**src/sv/sorted_list_merge_core_assert.svh**
```systemverilog
// Assertion macros for the sorted list merge core.
`ifndef SORTED_LIST_MERGE_CORE_ASSERT_SVH
`define SORTED_LIST_MERGE_CORE_ASSERT_SVH

// Same-cycle implication, checked on the rising clock edge outside reset.
`define SLM_ASSERT_SAME(lbl, clk, rst_n, ante, cons) \
	lbl: assert property (@(posedge clk) disable iff (!(rst_n)) (ante) |-> (cons)) \
		else $error("same-cycle check failed");

// Next-cycle implication.
`define SLM_ASSERT_NEXT(lbl, clk, rst_n, ante, cons) \
	lbl: assert property (@(posedge clk) disable iff (!(rst_n)) (ante) |=> (cons)) \
		else $error("next-cycle check failed");

`endif

```
**src/sv/slm_pkg.sv**
```systemverilog
`timescale 1ns / 1ps

package slm_pkg;

	localparam logic [1:0] CMD_APPEND_FIRST  = 2'd0;
	localparam logic [1:0] CMD_APPEND_SECOND = 2'd1;
	localparam logic [1:0] CMD_MERGE         = 2'd2;

	typedef struct packed {
		logic [1:0]         cmd;
		logic signed [31:0] value;
	} slm_req_t;

	typedef struct packed {
		logic signed [31:0] merged_value;
		logic               last;
	} slm_result_t;

	// controller -> datapath
	typedef struct packed {
		logic load_first;
		logic load_second;
		logic step;
	} slm_ctrl_t;

	// datapath -> controller
	typedef struct packed {
		logic empty;
		logic final_pick;
	} slm_status_t;

endpackage

```
**src/sv/slm_dpath.sv**
```systemverilog
`timescale 1ns / 1ps

module slm_dpath #(
	parameter int LIST_DEPTH = 16
) (
	input  logic                 clk,
	input  logic                 arst_n,
	input  logic signed [31:0]   load_value,
	input  slm_pkg::slm_ctrl_t   ctrl,
	output slm_pkg::slm_status_t status,
	output slm_pkg::slm_result_t result,
	output logic                 result_valid
);

	localparam int CW = $clog2(LIST_DEPTH + 1);
	localparam int AW = (LIST_DEPTH > 1) ? $clog2(LIST_DEPTH) : 1;

	logic signed [31:0] first_mem_q  [LIST_DEPTH];
	logic signed [31:0] second_mem_q [LIST_DEPTH];

	logic [CW-1:0] first_cnt_q, second_cnt_q;
	logic [CW-1:0] rd_first_q, rd_second_q;
	slm_pkg::slm_result_t result_q;
	logic          result_valid_q;

	logic signed [31:0] head_first, head_second;
	logic          have_first, have_second, take_first;
	logic [CW:0]   used_next, total;
	logic          first_room, second_room;

	assign head_first  = first_mem_q[rd_first_q[AW-1:0]];
	assign head_second = second_mem_q[rd_second_q[AW-1:0]];
	assign have_first  = rd_first_q < first_cnt_q;
	assign have_second = rd_second_q < second_cnt_q;
	// ties go to the second list
	assign take_first  = have_first && (!have_second || (head_first < head_second));

	assign used_next = {1'b0, rd_first_q} + {1'b0, rd_second_q} + (CW+1)'(1);
	assign total     = {1'b0, first_cnt_q} + {1'b0, second_cnt_q};

	assign first_room  = first_cnt_q < CW'(LIST_DEPTH);
	assign second_room = second_cnt_q < CW'(LIST_DEPTH);

	assign status.empty      = (total == '0);
	assign status.final_pick = (used_next == total);

	always_ff @(posedge clk) begin
		if (ctrl.load_first && first_room) begin
			first_mem_q[first_cnt_q[AW-1:0]] <= load_value;
		end
		if (ctrl.load_second && second_room) begin
			second_mem_q[second_cnt_q[AW-1:0]] <= load_value;
		end
	end

	always_ff @(posedge clk or negedge arst_n) begin
		if (!arst_n) begin
			first_cnt_q    <= '0;
			second_cnt_q   <= '0;
			rd_first_q     <= '0;
			rd_second_q    <= '0;
			result_valid_q <= 1'b0;
		end else begin
			result_valid_q <= ctrl.step;
			if (ctrl.load_first && first_room) begin
				first_cnt_q <= first_cnt_q + CW'(1);
			end
			if (ctrl.load_second && second_room) begin
				second_cnt_q <= second_cnt_q + CW'(1);
			end
			if (ctrl.step) begin
				if (status.final_pick) begin
					first_cnt_q  <= '0;
					second_cnt_q <= '0;
					rd_first_q   <= '0;
					rd_second_q  <= '0;
				end else if (take_first) begin
					rd_first_q <= rd_first_q + CW'(1);
				end else begin
					rd_second_q <= rd_second_q + CW'(1);
				end
			end
		end
	end

	always_ff @(posedge clk) begin
		if (ctrl.step) begin
			result_q.merged_value <= take_first ? head_first : head_second;
			result_q.last         <= status.final_pick;
		end
	end

	assign result       = result_q;
	assign result_valid = result_valid_q;

endmodule

```
**src/sv/slm_ctrl.sv**
```systemverilog
`timescale 1ns / 1ps

module slm_ctrl (
	input  logic                 clk,
	input  logic                 arst_n,
	input  logic                 start,
	input  logic [1:0]           req_cmd,
	input  slm_pkg::slm_status_t status,
	output slm_pkg::slm_ctrl_t   ctrl,
	output logic                 busy
);

	typedef enum logic {
		ST_IDLE,
		ST_MERGE
	} state_t;

	state_t state_q;
	logic   busy_q;
	logic   accept;

	assign accept = start && !busy_q;

	always_comb begin
		ctrl.load_first  = 1'b0;
		ctrl.load_second = 1'b0;
		ctrl.step        = (state_q == ST_MERGE);
		if (accept) begin
			case (req_cmd)
				slm_pkg::CMD_APPEND_FIRST:  ctrl.load_first  = 1'b1;
				slm_pkg::CMD_APPEND_SECOND: ctrl.load_second = 1'b1;
				default: ;
			endcase
		end
	end

	always_ff @(posedge clk or negedge arst_n) begin
		if (!arst_n) begin
			state_q <= ST_IDLE;
			busy_q  <= 1'b0;
		end else begin
			case (state_q)
				ST_IDLE: begin
					// an empty merge emits nothing and stays idle
					if (accept && (req_cmd == slm_pkg::CMD_MERGE) && !status.empty) begin
						state_q <= ST_MERGE;
						busy_q  <= 1'b1;
					end
				end
				ST_MERGE: begin
					if (status.final_pick) begin
						state_q <= ST_IDLE;
						busy_q  <= 1'b0;
					end
				end
				default: begin
					state_q <= ST_IDLE;
					busy_q  <= 1'b0;
				end
			endcase
		end
	end

	assign busy = busy_q;

endmodule

```
**src/sv/sorted_list_merge_core.sv**
```systemverilog
// Append transactions: a new one is accepted every cycle while busy is low.
// Merge: busy while the N stored elements are emitted; one result per cycle, the
// first in the cycle after busy rises, the last (with last set) as busy falls.
// Pace is set by the single compare/select step on the two list heads.
// arst_n clears both counts, read pointers and the result strobe; the stores
// are not cleared. Results cannot be stalled by the receiver.
`timescale 1ns / 1ps

`include "sorted_list_merge_core_assert.svh"

module sorted_list_merge_core #(
	parameter int LIST_DEPTH = 16
) (
	input  logic                 clk,
	input  logic                 arst_n,
	input  logic                 start,
	input  slm_pkg::slm_req_t    req,
	output logic                 busy,
	output slm_pkg::slm_result_t result,
	output logic                 result_valid
);

	// Control and status between the sequencer and the datapath.
	slm_pkg::slm_ctrl_t   ctrl;
	slm_pkg::slm_status_t status;

	// Sequencer: decodes the command of each accepted transaction and walks
	// the merge one element per cycle until the datapath flags the final pick.
	slm_ctrl u_ctrl (
		.clk     (clk),
		.arst_n  (arst_n),
		.start   (start),
		.req_cmd (req.cmd),
		.status  (status),
		.ctrl    (ctrl),
		.busy    (busy)
	);

	// Datapath: two element stores with fill counts, two read pointers,
	// the signed head compare (second list wins ties) and the result register.
	// Appends to a full store are dropped; counts clear on the final pick.
	slm_dpath #(
		.LIST_DEPTH (LIST_DEPTH)
	) u_dpath (
		.clk          (clk),
		.arst_n       (arst_n),
		.load_value   (req.value),
		.ctrl         (ctrl),
		.status       (status),
		.result       (result),
		.result_valid (result_valid)
	);

	// Every merge cycle produces exactly one result in the following cycle.
	`SLM_ASSERT_NEXT(a_busy_emits, clk, arst_n, busy, result_valid)
	// The final result coincides with the core going idle, others do not.
	`SLM_ASSERT_SAME(a_last_idle, clk, arst_n, result_valid && result.last, !busy)
	`SLM_ASSERT_SAME(a_mid_busy, clk, arst_n, result_valid && !result.last, busy)
	// While merging there is always something left to emit.
	`SLM_ASSERT_SAME(a_busy_nonempty, clk, arst_n, busy, !status.empty)

endmodule
```
**config.mk**
```make
export PLATFORM = sky130hd
export DESIGN_NAME = sorted_list_merge_core
export DESIGN_NICKNAME = d
export VERILOG_FILES = /design/src/sv/slm_pkg.sv /design/src/sv/slm_dpath.sv /design/src/sv/slm_ctrl.sv /design/src/sv/sorted_list_merge_core.sv
export VERILOG_INCLUDE_DIRS = /design/src /design/src/sv
export SDC_FILE = /design/constraint.sdc
export NUM_CORES = 1
export LEC_CHECK = 0
export ABC_CLOCK_PERIOD_IN_PS = 6700
export BUFFER_PORTS_ARGS = -buffer_cell sky130_fd_sc_hd__buf_2
export CAP_MARGIN = 5
export CORE_ASPECT_RATIO = 0.9
export CORE_MARGIN = 2
export CORE_UTILIZATION = 25
export DETAILED_ROUTE_END_ITERATION = 10
export PLACE_DENSITY = 0.5
export SLEW_MARGIN = 5
export SYNTH_ARGS = -nofsm -noshare
export SYNTH_HDL_FRONTEND = slang
export SYNTH_SLANG_ARGS = --single-unit
```
**constraint.sdc**
```tcl
create_clock -name clk -period 6.7 [get_ports clk]
set_input_delay 1.34 -clock clk [delete_from_list [all_inputs] [get_ports clk]]
set_output_delay 1.34 -clock clk [all_outputs]
set_load 0.05 [all_outputs]
```
==> Flow_metrics.wiki, run 1 <==
{| class="wikitable"
! Metric !! Value
|-
| Placement Rows || 143
|-
| RSZ-0062 raised after global routing || false
|-
| Arr. time, crit path || 6.02 ns
|-
| Mean number of vias per cell || 4.62
|-
| Maximum count of clock buffers along a single path || 3
|-
| Cells after DPL || 4162
|-
| Final cell count without fillers || 4363
|-
| Via count of the first global-routing pass || 20400
|-
| Slew Limit Headroom || 0.167
|-
| Final Max Tran Viols || 0
|-
| Effective utilization at floorplan || 0.252
|-
| Number of search-and-repair iterations in the first detailed-routing pass || 8
|-
| Net count after synthesis || 1958
|-
| Number of buffers inserted by port buffering || 71
|-
| Via count || 20200
|-
| Die Span Y || 395 um
|-
| Result of the run || finished with violations
|-
| Remaining routing DRC violations || 10
|-
| Kind of critical path || reg2reg
|-
| Share of post-route cells with drive strength above 1 || 0.323
|-
| Power consumption || 20100 uW
|-
| Clock sink total || 1080
|-
| Final weighted congestion in routability-driven placement || 0.808
|-
| Leading cell types by total area after synthesis || edfxtp_1 (75%), mux4_2 (17%), ha_1 (1.7%), dfrtp_1 (1.4%), mux2_2 (0.64%)
|-
| Primary flip-flop cell chosen by synthesis mapping || edfxtp_1
|-
| Fraction of synthesized cell area taken by the top area cell type || 0.746
|-
| TritonCTS clock tree || built
|-
| Pin count of the biggest net entering global routing || 48
|-
| Launch instance of the worst register-to-register path || u_dpath.rd_second_q[0]$_DFFE_PN0P_
|-
| Source of the critical timing path || u_dpath.rd_second_q[0]$_DFFE_PN0P_
|-
| Aggregate global-route resource usage || 0.130
|-
| Kind of start point of the critical path || flop
|-
| Placement-stage worst setup slack || 1.16 ns
|-
| Number of buffers inserted for hold repair after clock tree synthesis || 0
|-
| Share of synthesized area occupied by flip-flops and latches || 0.759
|-
| Number of synthesized register bits || 1080
|-
| Count of nets after finishing || 2121
|-
| Areal power density over the cells || 406 nW/um^2
|-
| Die extent in x || 439 um
|-
| Max_cap viols || 0
|-
| Initial DRC count || 2396
|-
| Post-Syn Area || 42500 um^2
|-
| DP HPWL || 66800 um
|-
| Cell chosen for the clock root || clkbuf_16
|-
| Cts bufs inserted || 106
|-
| Number of endpoints failing setup at the final stage || 0
|-
| Kind of path behind the tightest hold check || reg2reg
|-
| Setup Fix Bufs, Post-CTS || 0
|-
| Clock-pin slew on the worst setup and hold paths || 0.07 ns
|-
| Worst Setup Slack, final || 1.13 ns
|-
| Post-cts resize count || 0
|-
| Worst R2R Setup Slack || 1.13 ns
|-
| Number of flops mapped to enable cells by yosys || 1057
|-
| Final count of hold timing violations || 0
|-
| Library cells used by synthesis || 55
|-
| Final ANT Viol Nets || 0
|-
| Final setup TNS || 0 ns
|-
| Peak ir drop on the vdd network || 0.260 mV
|-
| Placeable core region || 169000 um^2
|-
| Area enclosed by the die boundary || 174000 um^2
|-
| Data required, critical path || 7.15 ns
|-
| Maximum achievable frequency || 0.180 GHz
|-
| Average detailed-routed wire length per instance || 26.2 um
|-
| Critical Path Sink Type || flop
|-
| Setup crit end || u_dpath.result[16]$_DFFE_PP_
|-
| Final clock period utilization by the worst path || 0.831
|-
| Capture instance of the worst register-to-register path || u_dpath.result[16]$_DFFE_PP_
|-
| Total number of H-tree levels || 3
|-
| Wire length of the first global-routing pass || 160000 um
|-
| Detailed-route wire length || 114000 um
|-
| Ports || 72
|-
| Violated checks || design-rule violations
|-
| Static Leak || 0.0154 uW
|-
| Antenna violations before repair || 17
|-
| Worst Hold Margin || 0.523 ns
|-
| Minimum period implied by the final worst setup slack || 5.57 ns
|-
| Largest fanout of any net on the critical path || 39
|-
| Pin slew with the least headroom to its limit || 1.24 ns
|-
| Clock latency on the worst-skew pair || 0.72 ns
|-
| Growth of design area from synthesis to finish || 16.5%
|-
| Yosys synthesis warning count || 0
|-
| Synth Instances || 1860
|-
| Avg Inst Size Synth || 22.9 um^2
|-
| Length in cells of the worst reg-to-reg path || 15
|-
| GR Overflow Total || 0
|-
| Final Skew || 0.0418 ns
|-
| Post-synth ARST share || 0.0213
|-
| Library cell with the largest summed area after synthesis || edfxtp_1
|}
cell usage after synthesis, types with 2 or more instances:
library cell / count
xnor2_1: 11
xnor3_1: 2
a21o_1: 13
a31oi_1: 2
nand2_1: 31
ha_1: 59
clkbuf_1: 57
a311o_1: 2
nand3_1: 11
buf_2: 15
nor2b_1: 2
o2111ai_1: 2
mux4_2: 318
mux2_2: 24
fa_1: 2
nor3_1: 15
nand2b_1: 3
dfrtp_1: 23
o211ai_1: 6
inv_1: 54
nand4_1: 7
o21ai_1: 3
o21ai_0: 7
nor4_1: 4
o21a_1: 2
xor2_1: 4
o221ai_1: 2
a21oi_1: 21
or4_1: 4
nor2_1: 45
mux2_1: 8
o311ai_1: 3
and4_1: 2
edfxtp_1: 1057
mux2i_1: 8
buf_1: 12
cells by family (layout without fill, tap and decap cells):
kind of cell | count (synthesis) | count (layout) | synth area share
AO/OA/AOI/OAI | 76 | 76 | 0.0126
XOR/XNOR | 17 | 17 | 0.00415
adder cells (fa/ha/maj) | 61 | 61 | 0.0183
buffers and inverters | 139 | 389 | 0.0127
flip-flops | 1080 | 1080 | 0.759
multiplexers | 358 | 358 | 0.179
other | 0 | 6 | 0
AND/OR/NAND/NOR | 129 | 129 | 0.0141
worst max-delay path, stage by stage, from the launching register on:
cell      delay (ns)
dfrtp_4         0.98
buf_4           0.44
mux4_2          0.55
mux4_2          0.53
inv_1           0.10
ha_1            0.25
and4_1          0.26
nand3_1         0.16
a221oi_1        0.42
a211oi_1        0.12
xnor2_1         0.28
o21ai_1         0.11
buf_4           0.22
nor2_4          0.12
buf_4           0.30
mux2_2          0.37
per-layer routing:
layer  share of wire  track usage  up-vias
met5         0.00030            0        -
met4           0.020       0.0288        6
met3           0.065       0.0247      143
met2            0.47        0.203      737
met1            0.44        0.188    11100
li1                -            -     8231
flip-flops by register name (all words and copies together) (netlist names):
register              count
u_ctrl.busy               1
u_ctrl.state_q            1
u_dpath.first_cnt_q       5
u_dpath.first_mem_q     512
u_dpath.rd_first_q        5
u_dpath.rd_second_q       5
u_dpath.result           33
u_dpath.result_valid      1
u_dpath.second_cnt_q      5
u_dpath.second_mem_q    512
how the worst min path moves through the flow:
stage | end | cells past startpoint | slack, ns | from
2_1_floorplan | u_dpath.second_cnt_q[4]$_DFF_PN0_ | 2 | 0.52 | u_dpath.second_cnt_q[4]$_DFF_PN0_
3_3_place_gp | u_ctrl.busy$_DFFE_PN0P_ | 2 | 0.52 | u_ctrl.busy$_DFFE_PN0P_
3_5_place_dp | u_ctrl.busy$_DFFE_PN0P_ | 2 | 0.51 | u_ctrl.busy$_DFFE_PN0P_
4_1_cts | u_ctrl.busy$_DFFE_PN0P_ | 2 | 0.52 | u_ctrl.busy$_DFFE_PN0P_
5_1_grt | u_ctrl.busy$_DFFE_PN0P_ | 2 | 0.58 | u_ctrl.busy$_DFFE_PN0P_
6_report | u_ctrl.busy$_DFFE_PN0P_ | 2 | 0.52 | u_ctrl.busy$_DFFE_PN0P_
cell usage in the layout, fill, tap and decap left out, types with 4 or more instances in the layout:
cell / n
o211ai_1: 6
buf_12: 10
dfrtp_4: 5
clkinvlp_4: 7
a21o_1: 13
xor2_1: 4
clkinv_1: 26
dfrtp_1: 15
o21ai_0: 7
nor3_2: 8
mux4_2: 318
edfxtp_1: 1057
diode_2: 6
nand2_1: 31
clkbuf_16: 107
mux2i_1: 8
nor3_1: 7
nor2_1: 20
xnor2_1: 11
bufinv_16: 5
clkbuf_1: 14
nor4_1: 4
nand4_1: 7
buf_2: 71
inv_1: 54
mux2_1: 8
a21oi_1: 21
mux2_2: 24
clkinv_2: 29
or4_1: 4
nor2_4: 25
ha_1: 59
nand3_1: 11
buf_4: 58
through the flow:
step / util / cell area [um^2]
floorplan: - / 42500
global placement: 0.274 / 46300
detailed placement: 0.274 / 46300
CTS: 0.293 / 49600
global route: 0.294 / 49600
finish: 0.294 / 49600
area by class of cell:
class | instances | area, um^2
diodes | 6 | 15.0
clock buffers | 121 | 2730
clock inverters | 74 | 572
fillers | 16300 | 119000
inverters | 55 | 208
multi-input cells | 641 | 9920
flip-flops and latches | 1080 | 32300
well taps | 2247 | 2810
repair buffers | 139 | 991
power by group:
part	internal, uW	switching, uW
logic	2850	3200
registers	7760	602
clock network	3130	2570
Power figures use the tool's default switching activity.
==> run 2, diff against run 1 <==
--- a/config.mk
+++ b/config.mk
@@ -6,14 +6,14 @@
 export SDC_FILE = /design/constraint.sdc
 export NUM_CORES = 1
 export LEC_CHECK = 0
-export ABC_CLOCK_PERIOD_IN_PS = 6700
+export ABC_CLOCK_PERIOD_IN_PS = 4710
 export BUFFER_PORTS_ARGS = -buffer_cell sky130_fd_sc_hd__buf_2
 export CAP_MARGIN = 5
 export CORE_ASPECT_RATIO = 0.9
 export CORE_MARGIN = 2
 export CORE_UTILIZATION = 25
 export DETAILED_ROUTE_END_ITERATION = 10
-export PLACE_DENSITY = 0.5
+export PLACE_DENSITY = 0.51
 export SLEW_MARGIN = 5
 export SYNTH_ARGS = -nofsm -noshare
 export SYNTH_HDL_FRONTEND = slang
==> constraint.sdc (replaced) <==
create_clock -name clk -period 4.71 [get_ports clk]
set_input_delay 0.942 -clock clk [delete_from_list [all_inputs] [get_ports clk]]
set_output_delay 0.942 -clock clk [all_outputs]
set_load 0.05 [all_outputs]
==> Flow_metrics.wiki, run 2 (synthesized netlist as in run 1, its figures left out) <==
{| class="wikitable"
! Metric !! Value
|-
| End-of-flow core utilization || 0.305
|-
| Number of buffers inserted by port buffering || 71
|-
| Placeable core region || 169000 um^2
|-
| Via count || 20800
|-
| Pin count of the biggest net entering global routing || 45
|-
| Launch instance of the worst register-to-register path || u_dpath.rd_first_q[0]$_DFFE_PN0P_
|-
| Most common library cell in the layout ignoring fill and taps || edfxtp_1
|-
| Kind of critical path || reg2reg
|-
| FILL cells || 16300
|-
| DP HPWL || 69900 um
|-
| GR Overflow Total || 0
|-
| Antenna violations before repair || 9
|-
| Number of buffers inserted for hold repair after clock tree synthesis || 0
|-
| Clock latency on the worst-skew pair || 0.72 ns
|-
| TritonCTS clock tree || built
|-
| Clock sink total || 1080
|-
| Average detailed-routed wire length per instance || 26.5 um
|-
| Share of post-route cells with drive strength above 1 || 0.364
|-
| Number of endpoints failing setup at the final stage || 0
|-
| Minimum period implied by the final worst setup slack || 4.57 ns
|-
| Cts bufs inserted || 108
|-
| Critical Path Sink Type || flop
|-
| Die Span Y || 395 um
|-
| Via count of the first global-routing pass || 21200
|-
| Largest fanout of any net on the critical path || 16
|-
| Placement Rows || 143
|-
| Most frequent cells in the layout || edfxtp_1 (1057), mux4_2 (318), buf_4 (135)
|-
| Die extent in x || 439 um
|-
| Maximum count of clock buffers along a single path || 3
|-
| Peak ir drop on the vdd network || 0.354 mV
|-
| Wire length of the first global-routing pass || 166000 um
|-
| Mean number of vias per cell || 4.65
|-
| Capture instance of the worst register-to-register path || u_dpath.result[9]$_DFFE_PP_
|-
| Cell chosen for the clock root || clkbuf_16
|-
| Maximum achievable frequency || 0.219 GHz
|-
| Final weighted congestion in routability-driven placement || 0.795
|-
| Growth of design area from synthesis to finish || 20.9%
|-
| Final Skew || 0.0453 ns
|-
| Final clock period utilization by the worst path || 0.971
|-
| Static Leak || 0.0164 uW
|-
| Number of search-and-repair iterations in the first detailed-routing pass || 8
|-
| Max_cap viols || 0
|-
| Count of nets after finishing || 2233
|-
| Violated checks || design-rule violations
|-
| Data required, critical path || 5.18 ns
|-
| Source of the critical timing path || u_dpath.rd_first_q[0]$_DFFE_PN0P_
|-
| Final count of hold timing violations || 0
|-
| Initial DRC count || 2260
|-
| Power consumption || 31100 uW
|-
| Pin slew with the least headroom to its limit || 0.947 ns
|-
| Slew Limit Headroom || 0.368
|-
| Final Max Tran Viols || 0
|-
| Worst R2R Setup Slack || 0.14 ns
|-
| Kind of path behind the tightest hold check || in2async
|-
| Area enclosed by the die boundary || 174000 um^2
|-
| Ports || 72
|-
| Detailed-route wire length || 119000 um
|-
| Final ANT Viol Nets || 0
|-
| Kind of start point of the critical path || flop
|-
| Total number of H-tree levels || 3
|-
| Arr. time, crit path || 5.04 ns
|-
| Effective utilization at floorplan || 0.252
|-
| Aggregate global-route resource usage || 0.136
|-
| Result of the run || finished with violations
|-
| Length in cells of the worst reg-to-reg path || 14
|-
| Remaining routing DRC violations || 8
|-
| Areal power density over the cells || 605 nW/um^2
|-
| Clock-pin slew on the worst setup and hold paths || 0.06 ns
|}
-- run 2: metrics by stage --
step | area (um^2) | worst slack (ns) | setup TNS, ns | hold slack (ns) | std cells
2_1_floorplan | 42600 | 0.00880 | 0 | 0.518 | 1860
3_3_place_gp | 47300 | -0.248 | -4.36 | 0.544 | 4251
3_5_place_dp | 47300 | -0.229 | -4.22 | 0.536 | 4251
4_1_cts | 51200 | 0.000319 | 0 | 0.208 | 4463
5_1_grt | 51400 | -0.0407 | -0.483 | 0.243 | 4478
6_report | 51500 | 0.139 | 0 | 0.233 | 4480
-- run 2: final cells by class --
type | instances | area (um^2) | area share
multi-input cells | 641 | 10000 | 0.195
clock buffers | 131 | 2860 | 0.0556
repair buffers | 249 | 2240 | 0.0435
diodes | 2 | 5.00 | 0.0000973
well taps | 2247 | 2810 | 0.0546
inverters | 55 | 208 | 0.00404
clock inverters | 75 | 977 | 0.0190
flip-flops and latches | 1080 | 32300 | 0.629
-- run 2: worst max-delay path: stages (launching register included) --
cell and delay (ns):
dfrtp_4 0.51, buf_16 0.18, bufbuf_16 0.32, mux4_2 0.51
mux4_2 0.53, ha_1 0.31, o211ai_1 0.19, o21a_1 0.20
a31oi_4 0.07, buf_4 0.18, or4_1 0.45, mux2i_4 0.22
nor2_4 0.09, buf_12 0.16, mux2_1 0.33
-- run 2: where the power goes --
| part | leakage (uW) | internal, uW | switching [uW] |
|---|---|---|---|
| sequential | 0.00978 | 11000 | 460 |
| clock | 0.00187 | 5500 | 3740 |
| combinational | 0.00477 | 5060 | 5330 |
-- run 2: worst max path at each step --
stage               slack, ns                                  end
finish                   0.14          u_dpath.result[9]$_DFFE_PP_
detailed placement      -0.23          u_dpath.result[1]$_DFFE_PP_
global placement        -0.25          u_dpath.result[1]$_DFFE_PP_
CTS                    0.0003          u_dpath.result[9]$_DFFE_PP_
floorplan               0.009  u_dpath.first_mem_q[3][0]$_DFFE_PP_
global route            -0.04         u_dpath.result[18]$_DFFE_PP_
-- run 2: what timing repair did --
item / in CTS / in global routing
gates cloned: 2 / 1
setup buffers: 4 / 14
pin swaps: 1 / 3
resized for setup: 9 / 12
setup endpoints to repair: 39 / 41
-- run 2: layer usage --
| layer | track usage | routed length, um | up-vias |
|---|---|---|---|
| met5 | 0 | 19 | - |
| li1 | - | - | 8477 |
| met1 | 0.198 | 54600 | 11500 |
| met4 | 0.0324 | 2420 | 4 |
| met2 | 0.210 | 55100 | 683 |
| met3 | 0.0233 | 6740 | 173 |
